**config.mk**
```make
export PLATFORM = sky130hd
export DESIGN_NAME = nbcf_front
export DESIGN_NICKNAME = d
export VERILOG_FILES = /design/src/sv/nbcf_pkg.sv /design/src/sv/nbcf_front.sv
export SDC_FILE = /design/constraint.sdc
export NUM_CORES = 1
export LEC_CHECK = 0
export BUFFER_PORTS_ARGS = -buffer_cell sky130_fd_sc_hd__buf_2
export CORE_AREA = 4 4 175 177
export DETAILED_ROUTE_END_ITERATION = 10
export DIE_AREA = 0 0 179 181
export HOLD_SLACK_MARGIN = 0.06
export PLACE_DENSITY = 0.36
export SLEW_MARGIN = 15
export SYNTH_ARGS = -nofsm -noshare
export SYNTH_HDL_FRONTEND = slang
export SYNTH_SLANG_ARGS = --single-unit
```
**constraint.sdc**
```tcl
create_clock -name i_clk -period 0.88 [get_ports i_clk]
set_clock_uncertainty 0.2 [all_clocks]
set_input_delay 0.176 -clock i_clk [delete_from_list [all_inputs] [get_ports i_clk]]
set_output_delay 0.176 -clock i_clk [all_outputs]
set_load 0.02 [all_outputs]
```
**src/sv/nbcf_pkg.sv**
```systemverilog
// Shared types, register codes and helpers for the cutoff force update block.
package nbcf_pkg;

    // configuration register indexes
    localparam logic [1:0] CFG_TIME_STEP = 2'd0;
    localparam logic [1:0] CFG_CUTOFF    = 2'd1;
    localparam logic [1:0] CFG_HOME      = 2'd2;

    localparam logic [31:0] TIME_STEP_RST = 32'd655;
    localparam logic [31:0] CUTOFF_RST    = 32'd1638400;
    localparam logic [2:0]  HOME_RST      = 3'd0;

    localparam logic FUNC_LOAD   = 1'b0;
    localparam logic FUNC_SOURCE = 1'b1;

    localparam logic [63:0] MAX63     = 64'h7FFF_FFFF_FFFF_FFFF;
    localparam logic [63:0] NEG_MAX63 = 64'h8000_0000_0000_0001;
    localparam logic [32:0] DV_CAP    = 33'h1_0000_0000;

    // square root starts at 4^23, enough for any radicand below 2^48
    localparam logic [4:0] SQRT_START = 5'd23;
    // countdown start for the restoring divider, which produces 63 quotient bits
    localparam logic [5:0] QUOT_LAST  = 6'd62;

    localparam int Q_DEPTH = 2;

    typedef struct packed {
        logic        func;
        logic [31:0] mass;
        logic [31:0] pos_x;
        logic [31:0] pos_y;
        logic [31:0] pos_z;
        logic [31:0] vel_x;
        logic [31:0] vel_y;
        logic [31:0] vel_z;
        logic        is_self;
        logic        last;
    } t_in;

    typedef struct packed {
        logic [31:0] new_pos_x;
        logic [31:0] new_pos_y;
        logic [31:0] new_pos_z;
        logic [31:0] new_vel_x;
        logic [31:0] new_vel_y;
        logic [31:0] new_vel_z;
        logic [2:0]  octant;
        logic        leaves_home;
    } t_out;

    typedef struct packed {
        logic [31:0] time_step;
        logic [31:0] cutoff_squared;
        logic [2:0]  home_octant;
    } t_cfg;

    // classified work for the back end
    typedef struct packed {
        logic             load;
        logic             add;
        logic             emit;
        logic [31:0]      mass;
        logic [2:0][31:0] pos;
        logic [2:0][31:0] vel;
    } t_cmd;

    function automatic logic [31:0] sat32(input logic signed [49:0] v);
        logic [31:0] res;
        if (v > $signed({18'h0, 32'h7FFF_FFFF})) begin
            res = 32'h7FFF_FFFF;
        end else if (v < $signed({18'h3FFFF, 32'h8000_0000})) begin
            res = 32'h8000_0000;
        end else begin
            res = v[31:0];
        end
        return res;
    endfunction

endpackage

```
**src/sv/nbcf_front.sv**
```systemverilog
// Front end: accepts items, tracks the loaded target and classifies work.
module nbcf_front import nbcf_pkg::*; (
    input  logic i_clk,
    input  logic i_rst_n,
    input  logic i_in_valid,
    output logic o_in_ready,
    input  t_in  i_in_data,
    input  logic i_q_full,
    output logic o_push,
    output t_cmd o_cmd
);

    logic r_tvalid;
    logic n_tvalid;
    logic w_acc;
    logic w_valid_after;

    assign o_in_ready    = !i_q_full;
    assign w_acc         = i_in_valid && o_in_ready;
    assign w_valid_after = (i_in_data.func == FUNC_LOAD) || r_tvalid;

    always_comb begin
        o_cmd.load = (i_in_data.func == FUNC_LOAD);
        o_cmd.add  = (i_in_data.func == FUNC_SOURCE) && r_tvalid && !i_in_data.is_self;
        o_cmd.emit = i_in_data.last && w_valid_after;
        o_cmd.mass = i_in_data.mass;
        o_cmd.pos  = {i_in_data.pos_z, i_in_data.pos_y, i_in_data.pos_x};
        o_cmd.vel  = {i_in_data.vel_z, i_in_data.vel_y, i_in_data.vel_x};
    end

    // transactions with nothing to do are dropped here
    assign o_push   = w_acc && (o_cmd.load || o_cmd.add || o_cmd.emit);
    assign n_tvalid = w_acc ? (w_valid_after && !i_in_data.last) : r_tvalid;

    always_ff @(posedge i_clk) begin
        if (!i_rst_n) begin
            r_tvalid <= 1'b0;
        end else begin
            r_tvalid <= n_tvalid;
        end
    end

endmodule

```
Word level (Yosys, flattened, before mapping):

Index checks and enable logic that the tools add are counted.
Widths: inputs -> output; s select.

* reductions and logical operators: 12
* bitwise operators: 1

Operators by type and width (number)
* $logic_and 1x1->1: 6
* $logic_not 1->1: 3
* $logic_or 1x1->1: 3
* $not 1->1: 1

* input bits: 231
* register bits: 1
* output and inout port bits: 229
* logic and storage cells: 14

Logic depth before layout (Yosys ltp):

* word-level depth: 5
* depth in mapped cells: 3
* depth with buffers taken out: 3

Worst setup path before layout:

OpenSTA, ideal clock, no wires.

* kind: flip-flop to output port
* start: register r_tvalid
* end: output port o_cmd[225] in the netlist's numbering
* data required time: 0.504 ns
* buffers on the path: 0
* path slack: -0.364 ns
* cell stages (with the launch flop): 3
* arrival time: 0.868 ns
* path through: dfxtp_1 inv_1 nor3_1

RTL lines
* start: declaration: RTL line nbcf_front.sv:13 `logic r_tvalid;`
* start signal: assignment: RTL line nbcf_front.sv:39 `r_tvalid <= n_tvalid;`
* end: declaration: RTL line nbcf_front.sv:10 `output t_cmd o_cmd`

Worst setup path in the final report:

* start: register r_tvalid
* end: output port o_push

* word-level cells in the longest chain between the ends: 5
* elaborated cells on any way between the ends: 7
* those cells by class: 7 x reduce/logical

RTL lines
* $logic_and 1x1->1 (2 in series): RTL line nbcf_front.sv:24 `o_cmd.add = (i_in_data.func == FUNC_SOURCE) && r_tvalid && !i_in_data.is_self;`
* $logic_or 1x1->1: RTL line nbcf_front.sv:32 `assign o_push = w_acc && (o_cmd.load || o_cmd.add || o_cmd.emit);`
* $logic_or 1x1->1 (*): RTL line nbcf_front.sv:32
* $logic_and 1x1->1 (*): RTL line nbcf_front.sv:32
* end: declaration: RTL line nbcf_front.sv:9 `output logic o_push,`

Mark *: on every way between the ends. The rest lies on a longest branch, timed or not.

==> results_dict.tcl <==
set metrics [dict create \
    outcome "finished, violations left" \
    violations "setup timing" \
    yosysSeqAreaShare_pct 1.13 \
    vias_per_cell 1.23 \
    drv_slew 0 \
    first_iter_violations 16 \
    min_path_cells 0 \
    antenna_found_initial 0 \
    top_regs "r_tvalid (1)" \
    gp_congestion 0.443 \
    endpoint_kind "primary output" \
    cp.required_ps 500 \
    relSlewSlack_pct 91.3 \
    finalSetupViolations 5 \
    drt-met1-wl_um 966 \
    first_pass_iters 2 \
    rsz0062_at_grt "yes" \
    io_buffers 11 \
    drc 0 \
    yosysWarnings 0 \
    syn_area_um2 1770 \
    final.fill_count 3477 \
    hold_class "input port to primary output" \
    wirelength_mm 6.12 \
    critPathMaxFanout 3 \
    rr_worst_depth 1 \
    wl_met2_mm 2.15 \
    syn_inst 236 \
    hpwl_mm 5.25 \
    layout-drive-gt1-share_pct 85.2 \
    worst_pin_slew_ps 130 \
    timing.final.crit_period_ps 1150 \
    grt_max_degree 5 \
    antenna_left 0 \
    synth_cell_type_count 9 \
    start_util_pct 6.05 \
    arrival_ps 770 \
    syn2layout_area_growth_pct -60.4 \
    clk_pin_slew_ps 0 \
    finalCritPeriodShare_pct 130 \
    fin_setup_tns_ps -805 \
    syn_area_per_cell_um2 7.50 \
    pin_count 460 \
    track_usage_pct 3.25 \
    num_rows 63 \
    utilization_pct 2.40 \
    avgRoutedWirePerCell_um 14.7 \
    grt_pass1_vias 644 \
    crit_path_start_kind "register" \
    power_density_nw_per_um2 205 \
    top_layer "met4" \
    grt_pass1_wl_mm 6.80 \
    vias 513 \
    nets 260 \
    instances_no_fill 417 \
    fin_ws_ps -267 \
    die_w_um 179 \
    antenna_cells 0 \
    dp.cells 417 \
    dr_wl_met3_mm 1.79 \
    core_area_um2 29200 \
    overflow 0 \
    p_leak_nw 0.115 \
    cap_violations 0 \
    ir_drop_v 0.0000618 \
    synth_fp_nets 467 \
    dieArea_um2 32400 \
    hold_viol_final 0 \
    largest_reg_flops 1 \
    synth-seq-cells 1 \
    critical_path_class "register to primary output" \
    chipHeight_um 181 \
    top_register "r_tvalid" \
    clock_latency_ps 0 \
    max_freq_mhz 872 \
    pre_cts_slack_ps -299 \
    postCtsHoldBufs 0 \
]
[metrics by stage]
stage	power, mW	area, µm²	hold slack [ps]
final	0.144	702	152
after global routing	0.152	702	152
after detailed placement	0.134	679	152
after floorplan	1.57	1790	110
after global placement	0.135	679	152
after CTS	0.143	697	152
[layout make-up]
cell class              instances  area [µm²]  share of cell area, %
inverters                       4        15.0                   2.14
repair buffers                 15         104                   14.8
well taps                     390         488                   69.5
flip-flops and latches          1        21.3                   3.03
multi-input cells               7        73.8                   10.5
[metal layers]
metal,global-route usage [%],vias up
met1,1.57,135
li1,-,70
met3,3.79,112
met2,3.84,196
met4,6.02,0
met5,0,-
[timing repair]
action                                  4_1_cts  5_1_grt
endpoints found under the setup margin        6        5
resized for setup                             6        3
buffers inserted                              0        0
[cell usage in the layout, fill, tap and decap left out]
cell type  Yosys  layout
clkbuf_4       0       1
buf_4        224       8
inv_1          4       2
a21oi_4        0       1
nor3_2         0       1
a21o_1         1       1
nand2b_4       1       1
o221a_1        1       1
a21oi_2        0       1
inv_2          0       2
nor2_2         1       1
buf_6          0       1
dfxtp_2        0       1
buf_2          0       5
[synthesized netlist by cell type]
| cell | number | area share [%] |
|---|---|---|
| nand2b_4 | 1 | 0.78 |
| inv_1 | 4 | 0.85 |
| a21o_1 | 1 | 0.42 |
| nor2_2 | 1 | 0.35 |
| o221a_1 | 1 | 0.64 |
| dfxtp_1 | 1 | 1.1 |
| a21oi_1 | 2 | 0.57 |
| buf_4 | 224 | 95 |
| nor3_1 | 1 | 0.28 |
[worst max-delay path, cell delays in order (launching register included)]
cell and delay (ps):
dfxtp_2 310, inv_2 40, a21o_1 170, a21oi_4 120, buf_6 130
[power by group]
group	switching (mW)	internal (mW)
combinational	0.0452	0.0483
sequential	0.00132	0.0489
clock	0	0
[kinds of logic (layout without fill, tap and decap cells)]
kind of cell	Yosys count	in the layout	share of synthesized area, %
and+or+nand+nor	3	3	1.41
buffers and inverters	228	19	95.8
AOI/OAI and AO/OA	4	4	1.63
DFF	1	1	1.13
[path summary, 6_finish.rpt]
kind | start | to | slack (ps)
hold / removal | i_in_data[181] | o_cmd[115] | 150
setup reg to reg | r_tvalid | r_tvalid | 70
setup / recovery | r_tvalid | o_push | -270
hold reg to reg | r_tvalid | r_tvalid | 310
No activity file was read; power rests on OpenSTA's default activity.
