### src/sv/nbcf_pkg.sv
// Shared types, register codes and helpers for the cutoff force update block.
package nbcf_pkg;

    // configuration register indexes
    localparam logic [1:0] CFG_TIME_STEP = 2'd0;
    localparam logic [1:0] CFG_CUTOFF    = 2'd1;
    localparam logic [1:0] CFG_HOME      = 2'd2;

    localparam logic [31:0] TIME_STEP_RST = 32'd655;
    localparam logic [31:0] CUTOFF_RST    = 32'd1638400;
    localparam logic [2:0]  HOME_RST      = 3'd0;

    localparam logic FUNC_LOAD   = 1'b0;
    localparam logic FUNC_SOURCE = 1'b1;

    localparam logic [63:0] MAX63     = 64'h7FFF_FFFF_FFFF_FFFF;
    localparam logic [63:0] NEG_MAX63 = 64'h8000_0000_0000_0001;
    localparam logic [32:0] DV_CAP    = 33'h1_0000_0000;

    // square root starts at 4^23, enough for any radicand below 2^48
    localparam logic [4:0] SQRT_START = 5'd23;
    // countdown start for the restoring divider, which produces 63 quotient bits
    localparam logic [5:0] QUOT_LAST  = 6'd62;

    localparam int Q_DEPTH = 2;

    typedef struct packed {
        logic        func;
        logic [31:0] mass;
        logic [31:0] pos_x;
        logic [31:0] pos_y;
        logic [31:0] pos_z;
        logic [31:0] vel_x;
        logic [31:0] vel_y;
        logic [31:0] vel_z;
        logic        is_self;
        logic        last;
    } t_in;

    typedef struct packed {
        logic [31:0] new_pos_x;
        logic [31:0] new_pos_y;
        logic [31:0] new_pos_z;
        logic [31:0] new_vel_x;
        logic [31:0] new_vel_y;
        logic [31:0] new_vel_z;
        logic [2:0]  octant;
        logic        leaves_home;
    } t_out;

    typedef struct packed {
        logic [31:0] time_step;
        logic [31:0] cutoff_squared;
        logic [2:0]  home_octant;
    } t_cfg;

    // classified work for the back end
    typedef struct packed {
        logic             load;
        logic             add;
        logic             emit;
        logic [31:0]      mass;
        logic [2:0][31:0] pos;
        logic [2:0][31:0] vel;
    } t_cmd;

    function automatic logic [31:0] sat32(input logic signed [49:0] v);
        logic [31:0] res;
        if (v > $signed({18'h0, 32'h7FFF_FFFF})) begin
            res = 32'h7FFF_FFFF;
        end else if (v < $signed({18'h3FFFF, 32'h8000_0000})) begin
            res = 32'h8000_0000;
        end else begin
            res = v[31:0];
        end
        return res;
    endfunction

endpackage

### src/sv/nbcf_queue.sv
// Two-entry command queue between front and back end.
module nbcf_queue import nbcf_pkg::*; (
    input  logic i_clk,
    input  logic i_rst_n,
    input  logic i_push,
    input  t_cmd i_cmd,
    output logic o_full,
    output logic o_empty,
    input  logic i_pop,
    output t_cmd o_cmd
);

    localparam int PW = $clog2(Q_DEPTH);

    t_cmd                r_mem [Q_DEPTH];
    logic [PW-1:0]       r_wp;
    logic [PW-1:0]       r_rp;
    logic [PW:0]         r_cnt;
    logic [PW-1:0]       n_wp;
    logic [PW-1:0]       n_rp;
    logic [PW:0]         n_cnt;

    assign o_full  = (r_cnt == (PW+1)'(Q_DEPTH));
    assign o_empty = (r_cnt == '0);
    assign o_cmd   = r_mem[r_rp];

    always_comb begin
        n_wp  = r_wp;
        n_rp  = r_rp;
        n_cnt = r_cnt;
        if (i_push) begin
            n_wp = (r_wp == PW'(Q_DEPTH - 1)) ? '0 : r_wp + 1'b1;
        end
        if (i_pop) begin
            n_rp = (r_rp == PW'(Q_DEPTH - 1)) ? '0 : r_rp + 1'b1;
        end
        if (i_push && !i_pop) begin
            n_cnt = r_cnt + 1'b1;
        end else if (i_pop && !i_push) begin
            n_cnt = r_cnt - 1'b1;
        end
    end

    always_ff @(posedge i_clk) begin
        if (!i_rst_n) begin
            r_wp  <= '0;
            r_rp  <= '0;
            r_cnt <= '0;
        end else begin
            r_wp  <= n_wp;
            r_rp  <= n_rp;
            r_cnt <= n_cnt;
        end
    end

    always_ff @(posedge i_clk) begin
        if (i_push) begin
            r_mem[r_wp] <= i_cmd;
        end
    end

endmodule

### config.mk
export PLATFORM = sky130hd
export DESIGN_NAME = nbcf_queue
export DESIGN_NICKNAME = d
export VERILOG_FILES = /design/src/sv/nbcf_pkg.sv /design/src/sv/nbcf_queue.sv
export SDC_FILE = /design/constraint.sdc
export NUM_CORES = 1
export LEC_CHECK = 0
export BUFFER_PORTS_ARGS = -buffer_cell sky130_fd_sc_hd__buf_2
export CORE_AREA = 2 2 183 185
export CTS_CLUSTER_DIAMETER = 120
export CTS_CLUSTER_SIZE = 28
export DETAILED_ROUTE_END_ITERATION = 6
export DIE_AREA = 0 0 185 187
export PLACE_DENSITY = 0.75
export SYNTH_ARGS = -nofsm -noshare
export SYNTH_HDL_FRONTEND = slang
export SYNTH_SLANG_ARGS = --single-unit
### constraint.sdc
create_clock -name i_clk -period 15.4 [get_ports i_clk]
set_input_delay 3.08 -clock i_clk [delete_from_list [all_inputs] [get_ports i_clk]]
set_output_delay 3.08 -clock i_clk [all_outputs]
set_load 0.01 [all_outputs]
After elaboration in Yosys (flattened, before gate mapping)
Memories as Yosys holds them, arrays and structs flattened. A register that Yosys moved wholly into a read port is not among the register bits.
Index checks and enable logic that the tools add are counted.
W data, S select, Z words.
{ "word_totals": {"reg_bits": 4, "ramBits": 454, "inputBits": 231, "output_inout_bits": 229, "elab_cells": 23, "mem_count": 1} }
{ "mem_list": {"columns": ["name", "depth", "width", "rd", "rd_ports_with_merged_regs", "wr", "line_no", "rtl"], "rows": [
  ["r_mem", 2, 227, 1, 1, 1, "nbcf_queue.sv:15", "t_cmd r_mem [Q_DEPTH];"]
]} }
{ "op_classes": {"add_sub_neg": 4, "n_eq_ne": 1, "mux": 8, "reduce_logical": 6} }
{ "op_table": {"columns": ["operator", "count"], "rows": [
  ["$mux W1", 6],
  ["$mux W2", 2],
  ["$add A1 B1 Y1 const B", 2],
  ["$add A2 B1 Y2 const B", 1],
  ["$eq A2 B2 Y1 const B", 1],
  ["$logic_and A1 B1 Y1", 2],
  ["$logic_not A1 Y1", 2],
  ["$logic_not A2 Y1", 1],
  ["$reduce_bool A2 Y1", 1],
  ["$sub A2 B1 Y2 const B", 1]
]} }

Longest topological paths before layout
Gate-level depths: netlist (run 1).
{ "logic_depth": {"ltp_word": 4, "mapped_depth": 5} }

Worst setup path before layout (run 1)
Ideal clock, no wire load.
{ "synth_timing": {"path_kind": "input port to flip-flop", "from": "input port i_push", "to": "register r_wp", "setup_ns": 0.105, "arrival_ns": 13.659, "slack_ns": 1.637, "stages": 2, "path_buffers": 0, "path_cell_list": "nor2b_1 > o21a_1"} }
{ "synth_rtl": {"columns": ["item", "line_no", "rtl"], "rows": [
  ["start: declaration", "nbcf_queue.sv:5", "input logic i_push,"],
  ["end signal: assignment", "nbcf_queue.sv:50", "r_wp <= n_wp;"],
  ["end: declaration", "nbcf_queue.sv:16", "logic [PW-1:0] r_wp;"]
]} }

==> run metrics, run 1 <==
Post-Layout Cell Count=1,656; largest net degree at the start of global routing=83; switching pwr=516.6 µW; Max clock buf depth=3; setup tns final=0 ps; Final Hold Fails=0; core box area=0.03286 mm²; type of element capturing the critical path=output port; clock period minus worst slack=6588 ps; DRT Pass-1 Iters=4; layout cells sized above 1=0.5997; routed via count=8,325; # Post-CTS Setup Buffers=0; part of the Yosys area used for sequential elements=0.8225; Finished Cell Area=0.02004 mm²; worst vdd ir=0.00009609 V; Area Overhead vs Synth=20.05%; Starting DRT DRC Count=426; die extent in y=187 µm; first-pass GRT wire length=46.86 mm; fmax=0.1518 GHz; vias in the first global route=8,497; Post-DP Area=0.01945 mm²; cells after synthesis=728; Area contributors post-synth=edfxtp_1 (82%), mux2_2 (13%), mux2_4 (2.7%); Mapped Area=0.01670 mm²; DRC violations left=0; WL/cell=19.70 µm; clk_skew=11.42 ps; clock sink count=459; gr ovfl total=0; Clk network pwr share=0.259; Detailed Place HPWL=22.00 mm; internal power=1831 µW; H-tree Lvls=1; worst-margin pin slew=1164 ps; Inserted Clock Buffers=20; max-cap violation count=0; Synth area leader=edfxtp_1; Crit Path Category=register to output port; Min-Delay Path Class=register to register; Clock Latency Late Sink=530 ps; flops & latches, synth=459; power per cell area=117.1 mW/mm²; Yosys Warn Count=0; RD Place Congestion=0.7712; DRT antenna net count=0; Die Area=0.03460 mm²; Flop pwr share=0.623; IO Count=460; crit-path max FO=70; drt total wl=32.63 mm; outcome=complete, no violations; Port-buffer cells=459; setup violators final=0; Via density=5.027; reg-to-reg startpoint=r_wp; standard-cell row count=67; count of pins over their slew limit=0; Starting Density=0.5081; Nets=1,424; Synth Net Count=960; clock transition at the registers of the reported paths=100 ps; syn_area_per_cell=22.93 µm²; Leakage=0.007448 µW; Synth cell types=18; RSZ-0062 raised after global routing=false; final worst-path cycle share=0.4278; post-synth top area share=0.8165; TritonCTS clock tree=yes; hold_buf cts=0; Worst EP arrival=3510 ps; die width=185 µm; post-CTS sizing=0; Hold Crit Start=r_cnt[1]; Comb pwr share=0.118; startpoint types=register; initial antenna violation count=12; Slew HR=0.2241; placed cells=1,618; switching share of power=0.2200; gr usage total=0.1774; Root Driver=clkbuf_16; Critical Path RT=12,320 ps
## cell type report
class                   count  area (µm²)
diodes                      9       22.52
clock buffers              28       551.8
clock inverters             1       20.02
fillers                  2452       12820
inverters                   1       3.754
multi-input cells         243        2791
flip-flops and latches    459       13740
well taps                 448       560.5
repair buffers            467        2357
## worst max-delay path: stages (launching register included)
cell	delay, ps
dfxtp_4	700
buf_4	630
buf_4	900
mux2_2	450
buf_2	150
## power groups by stage
stage	Sequential (µW)	Clock, µW	Combinational, µW
after global placement	1490	0	277
after CTS	1460	630	283
after floorplan	1500	0	163
final	1460	608	278
after global routing	1470	663	299
after detailed placement	1490	0	281
## logic make-up (layout without fill, tap and decap cells)
logic type | count (synthesis) | count (layout) | synth area share
compound gates | 3 | 3 | 0.001199
xor+xnor | 3 | 3 | 0.001574
fa+ha+maj | 1 | 1 | 0.0007493
buf+inv | 26 | 497 | 0.01087
flops | 459 | 459 | 0.8225
mux | 227 | 227 | 0.1598
other cells | 0 | 9 | 0
simple gates | 9 | 9 | 0.003222
## registers in the layout (all words and copies together) (netlist names), named ones only
signal  cells
r_mem     454
r_cnt       2
r_wp        1
r_rp        1
## placed cells by master (no fill, tap or decap), types with 3 or more instances in the layout
| cell type | instances |
|---|---|
| diode_2 | 9 |
| clkbuf_1 | 7 |
| buf_2 | 459 |
| mux2_4 | 30 |
| buf_4 | 8 |
| clkbuf_16 | 21 |
| mux2_2 | 197 |
| edfxtp_1 | 454 |
| dfxtp_1 | 4 |
| and2_1 | 3 |
## metal layers
layer / part of all wire / wire length (µm) / vias to the layer above / track usage
met4: 0.031 / 1002 / 6 / 0.05952
met1: 0.36 / 11620 / 4122 / 0.1932
met5: 0.0013 / 41 / - / 0
li1: - / - / 3817 / -
met3: 0.097 / 3163 / 61 / 0.06250
met2: 0.51 / 16800 / 319 / 0.3191
## synthesized netlist by cell type
cell        n
dfxtp_1     5
and2_1      4
a21boi_0    1
buf_2      10
o21a_1      1
buf_4      11
nor2_1      1
or3_1       1
ha_1        1
buf_6       4
nor2b_1     3
xor2_1      2
o21ai_0     1
inv_1       1
edfxtp_1  454
mux2_2    197
xnor2_1     1
mux2_4     30
## path summary, 6_finish.rpt
check / end / slack [ps] / cells after the start
setup / recovery: o_cmd[42] / 8810 / 4
hold reg to reg: r_cnt[1] / 540 / 2
setup reg to reg: r_mem[1][74] / 11870 / 3
hold / removal: r_cnt[1] / 540 / 2
## metrics by stage
| stage | power (µW) | hold slack [ps] | utilization | worst slack [ps] |
|---|---|---|---|---|
| floorplan | 1664 | 472.9 | - | 1637 |
| detailed placement | 1772 | 521.8 | 0.5919 | 8909 |
| CTS | 2375 | 535.7 | 0.6093 | 8758 |
| finish | 2348 | 544.2 | 0.6100 | 8812 |
| global placement | 1764 | 489.1 | 0.5919 | 8886 |
| global route | 2430 | 594.0 | 0.6097 | 8619 |
Note: power is estimated with default switching activity, not from simulation.
==> run 2: changes to the inputs <==
- ABC_AREA: not set -> 1
- clock period: 15.4 -> 6.9 ns (I/O delays scaled with it)
==> run 2 against run 1 <==
Non-clock buffer count is 3 lower. Design area is 0.26% higher. Clock skew is 0.88 ps higher. Wire length is 1.7% higher. Cell count is 0.91% higher. Global-route usage is 0.53 points higher. Sequential share of layout area is 0.18 points lower. Highest routed layer unchanged. Area after synthesis hardly changed.
==> run metrics, run 2 <==
outcome=complete, no violations; most common cell after layout, fill and taps aside=buf_2; RD Place Congestion=0.7963; Leakage=0.007489 µW; Root Driver=clkbuf_16; layout cells sized above 1=0.5888; Finished Core Util=0.6116; IO Count=460; Detailed Place HPWL=22.57 mm; ys flop type=edfxtp_1; Reg2Reg Depth=3; area occupied by multi-input gates=0.002774 mm²; TritonCTS clock tree=yes; part of the Yosys area used for sequential elements=0.8220; vias in the first global route=8,605; Synth area leader=edfxtp_1; count of pins over their slew limit=0; DRT Pass-1 Iters=6; Critical Path RT=5520 ps; number of synthesized flops with an enable pin=454; Nets=1,434; Yosys Warn Count=0; Mapped Area=0.01671 mm²; Async SR Flop Fraction=0; Die Area=0.03460 mm²; core box area=0.03286 mm²; Filler Cell Count=2,410; largest net degree at the start of global routing=148; first-pass GRT wire length=48.17 mm; DRC violations left=0; max reg flops=454; count leader, synth=edfxtp_1; Slew HR=0.3226; Clock Latency Late Sink=540 ps; H-tree Lvls=1; Worst EP arrival=2670 ps; worst vdd ir=0.0002278 V; startpoint types=register; most frequent cells in the layout=buf_2 (459), edfxtp_1 (454), mux2_2 (197); fmax=0.2470 GHz; gr ovfl total=0; Port-buffer cells=459; Area Overhead vs Synth=20.29%; Post-DP Area=0.01948 mm²; die width=185 µm; Inserted Clock Buffers=20; clock transition at the registers of the reported paths=100 ps; setup tns final=0 ps; flops & latches, synth=459; setup violators final=0; Finished Cell Area=0.02010 mm²; hold_buf cts=0; Synth cell types=15; die extent in y=187 µm; Crit Path Category=register to output port; Starting DRT DRC Count=476; register area=0.01374 mm²; clock sink count=459; Min-Delay Path Class=register to register; Final Hold Fails=0; final worst-path cycle share=0.5867; max-cap violation count=0; Area contributors post-synth=edfxtp_1 (82%), mux2_2 (13%), mux2_4 (2.7%); drt total wl=33.19 mm; post-synth top area share=0.8160; worst-margin pin slew=1016 ps; # Post-CTS Setup Buffers=0; clock period minus worst slack=4049 ps; Max clock buf depth=3; biggest regs=r_mem: 454 flops, r_cnt: 2 flops; routed via count=8,417; Post-synth top cells=edfxtp_1 (454), mux2_2 (197), mux2_4 (30), buf_4 (11), buf_2 (10); gr usage total=0.1827; post-CTS sizing=0; initial antenna violation count=11; Starting Density=0.5084; DRT antenna net count=0; standard-cell row count=67; RSZ-0062 raised after global routing=false; Top reg by flops=r_mem; cells after synthesis=741; hold path cells=2; Via density=5.037; clk_skew=12.30 ps; power per cell area=258.7 mW/mm²; type of element capturing the critical path=output port; crit-path max FO=129; Synth Net Count=973; syn_area_per_cell=22.55 µm²; WL/cell=19.86 µm
## run 2: power breakdown
| group | switching, µW | internal (µW) |
|---|---|---|
| logic | 295 | 259 |
| clock network | 786 | 586 |
| registers | 43.4 | 3230 |
## run 2: cell type report
| type | instances | area share |
|---|---|---|
| flip-flops and latches | 459 | 0.6835 |
| multi-input cells | 249 | 0.1380 |
| repair buffers | 464 | 0.1180 |
| clock buffers | 35 | 0.02876 |
| well taps | 448 | 0.02789 |
| inverters | 8 | 0.001868 |
| clock inverters | 1 | 0.0009961 |
| diodes | 7 | 0.0008716 |
## run 2: cells by family after synthesis
group                    count (synthesis)  share of synthesized area
multiplexers                           227                     0.1597
buffers and inverters                   33                    0.01243
adder cells (fa/ha/maj)                  1                  0.0007488
AO/OA/AOI/OAI                            2                  0.0005985
AND/OR/NAND/NOR                         19                   0.004493
flip-flops                             459                     0.8220
## run 2: routing by layer
layer / wire [µm] / GRT usage / vias up
met5: 62 / 0 / -
met4: 954 / 0.06136 / 8
met3: 3117 / 0.06016 / 58
met2: 16830 / 0.3235 / 336
met1: 12220 / 0.2069 / 4156
li1: - / - / 3859
## run 2: final timing paths
path / start / end / slack, ps
max reg2reg: r_wp / r_mem[1][110] / 4620
max: register / o_cmd[87] / 2850
min reg2reg: r_rp / register / 510
min: r_rp / register / 510
## run 2: critical path, stage by stage (launching register included)
cell and delay (ps):
dfxtp_4 740, buf_12 550, mux2_2 440, buf_2 140
## run 2: metrics by stage
step | worst slack [ps] | cells | hold slack (ps) | power [µW]
after floorplan | 481.3 | 741 | 463.5 | 3649
after global placement | 3394 | 1628 | 476.4 | 3877
after detailed placement | 3438 | 1628 | 495.9 | 3895
after CTS | 2844 | 1664 | 512.8 | 5250
after global routing | 2700 | 1669 | 540.2 | 5379
final | 2851 | 1671 | 514.9 | 5199
==> run 3: changes to the inputs <==
- clock period: 6.9 -> 3.91 ns (I/O delays scaled with it)
==> run 3 against run 2 <==
Worst setup slack got worse by 2000 ps. Core utilization increased by 0.37 points. Clock power rose by 74%. Combinational power increased by 82%. Global-route usage barely moved.
==> run metrics, run 3 (same netlist as run 2, synthesis figures left out) <==
Hold Crit Start=i_cmd[226]; Clock Latency Late Sink=530 ps; Starting DRT DRC Count=502; DRT Pass-1 Iters=4; Reg2Reg Depth=3; WHS=424.9 ps; # Post-CTS Setup Buffers=0; Final Hold Fails=0; RD Place Congestion=0.7863; Hold Path End=r_mem[0][226]; Slew HR=0.5645; startpoint types=register; Via density=5.015; worst-margin pin slew=651.8 ps; CP Buf/Inv Count=2; max reg flops=454; first-pass GRT wire length=47.97 mm; Root Driver=clkbuf_16; setup tns final=0 ps; outcome=complete, no violations; Area Overhead vs Synth=21.01%; DRC violations left=0; final worst-path cycle share=0.7803; Crit Path Category=register to output port; clock transition at the registers of the reported paths=100 ps; worst vdd ir=0.0004795 V; clock sink count=459; setup violators final=0; clock period minus worst slack=3051 ps; IO Count=460; power per cell area=452.9 mW/mm²; Nets=1,444; biggest regs=r_mem: 454 flops, r_cnt: 2 flops; type of element capturing the critical path=output port; cells along the critical path=buf_12 > mux2_2 > buf_2; Inserted Clock Buffers=20; Port-buffer cells=459; drt total wl=33.42 mm; hold_buf cts=0; Leakage=0.007543 µW; most common cell after layout, fill and taps aside=buf_2; FF-to-FF setup slack=2000 ps; gr usage total=0.1829; Worst EP arrival=2270 ps; layout cells sized above 1=0.5972; max incr delay on CP=700 ps; worst setup margin=858.9 ps; routed via count=8,390; vias in the first global route=8,550; initial antenna violation count=6; register area=0.01374 mm²; WL/cell=19.97 µm; Starting Density=0.5084; critical path's slowest cell=dfxtp_4; core box area=0.03286 mm²; TritonCTS clock tree=yes; H-tree Lvls=1; die extent in y=187 µm; standard-cell row count=67; clk_skew=14.80 ps; max-cap violation count=0; fmax=0.3278 GHz; Max clock buf depth=3; Critical Path RT=3130 ps; most frequent cells in the layout=buf_2 (459), edfxtp_1 (454), mux2_2 (197); DRT antenna net count=0; Min-Delay Path Class=input port to register; die width=185 µm; reg-to-reg startpoint=r_wp; Detailed Place HPWL=23.15 mm; largest net degree at the start of global routing=96; Worst R2R End=r_mem[1][136]; Finished Cell Area=0.02022 mm²; RSZ-0062 raised after global routing=false; area occupied by multi-input gates=0.002790 mm²; Top reg by flops=r_mem; Crit path max-delay family=flip-flops; Post-DP Area=0.01963 mm²; Die Area=0.03460 mm²; crit-path max FO=65; gr ovfl total=0; hold path cells=1; Filler Cell Count=2,387; count of pins over their slew limit=0; post-CTS sizing=0; Place WS=1430 ps
-- run 3: where the power goes --
| part | internal (µW) | switching [µW] |
|---|---|---|
| sequential | 5690 | 69.5 |
| clock | 1010 | 1380 |
| combinational | 472 | 538 |
-- run 3: how the worst max path moves through the flow --
stage / start / to / slack, ps / depth (start not counted)
2_1_floorplan: i_push / r_mem[1][0] / -690 / 2
3_3_place_gp: register / o_cmd[119] / 1450 / 3
3_5_place_dp: i_push / r_mem[0][168] / 1430 / 4
4_1_cts: register / o_cmd[103] / 820 / 3
5_1_grt: register / o_cmd[119] / 750 / 3
6_report: register / o_cmd[119] / 860 / 3
-- run 3: routing by layer --
metal  global-route usage  wire (µm)  up-vias
met5                    0          0        -
met3              0.04770       2694       53
li1                     -          -     3862
met4              0.05708        924        0
met2               0.3283      17230      313
met1               0.2137      12570     4162
-- run 3: layout make-up --
type,instances,share of cell area
Sequential cell,459,0.6794
Multi-Input combinational cell,249,0.1380
Timing Repair Buffer,474,0.1235
Tap cell,448,0.02772
Clock buffer,28,0.02729
Inverter,8,0.002290
Clock inverter,1,0.0009902
Antenna cell,6,0.0007426
-- run 3: through the flow --
step / utilization / power, µW / std cells
finish: 0.6153 / 9156 / 1673
global route: 0.6152 / 9483 / 1672
global placement: 0.5974 / 6865 / 1638
CTS: 0.6148 / 9256 / 1667
floorplan: - / 6435 / 741
detailed placement: 0.5974 / 6898 / 1638
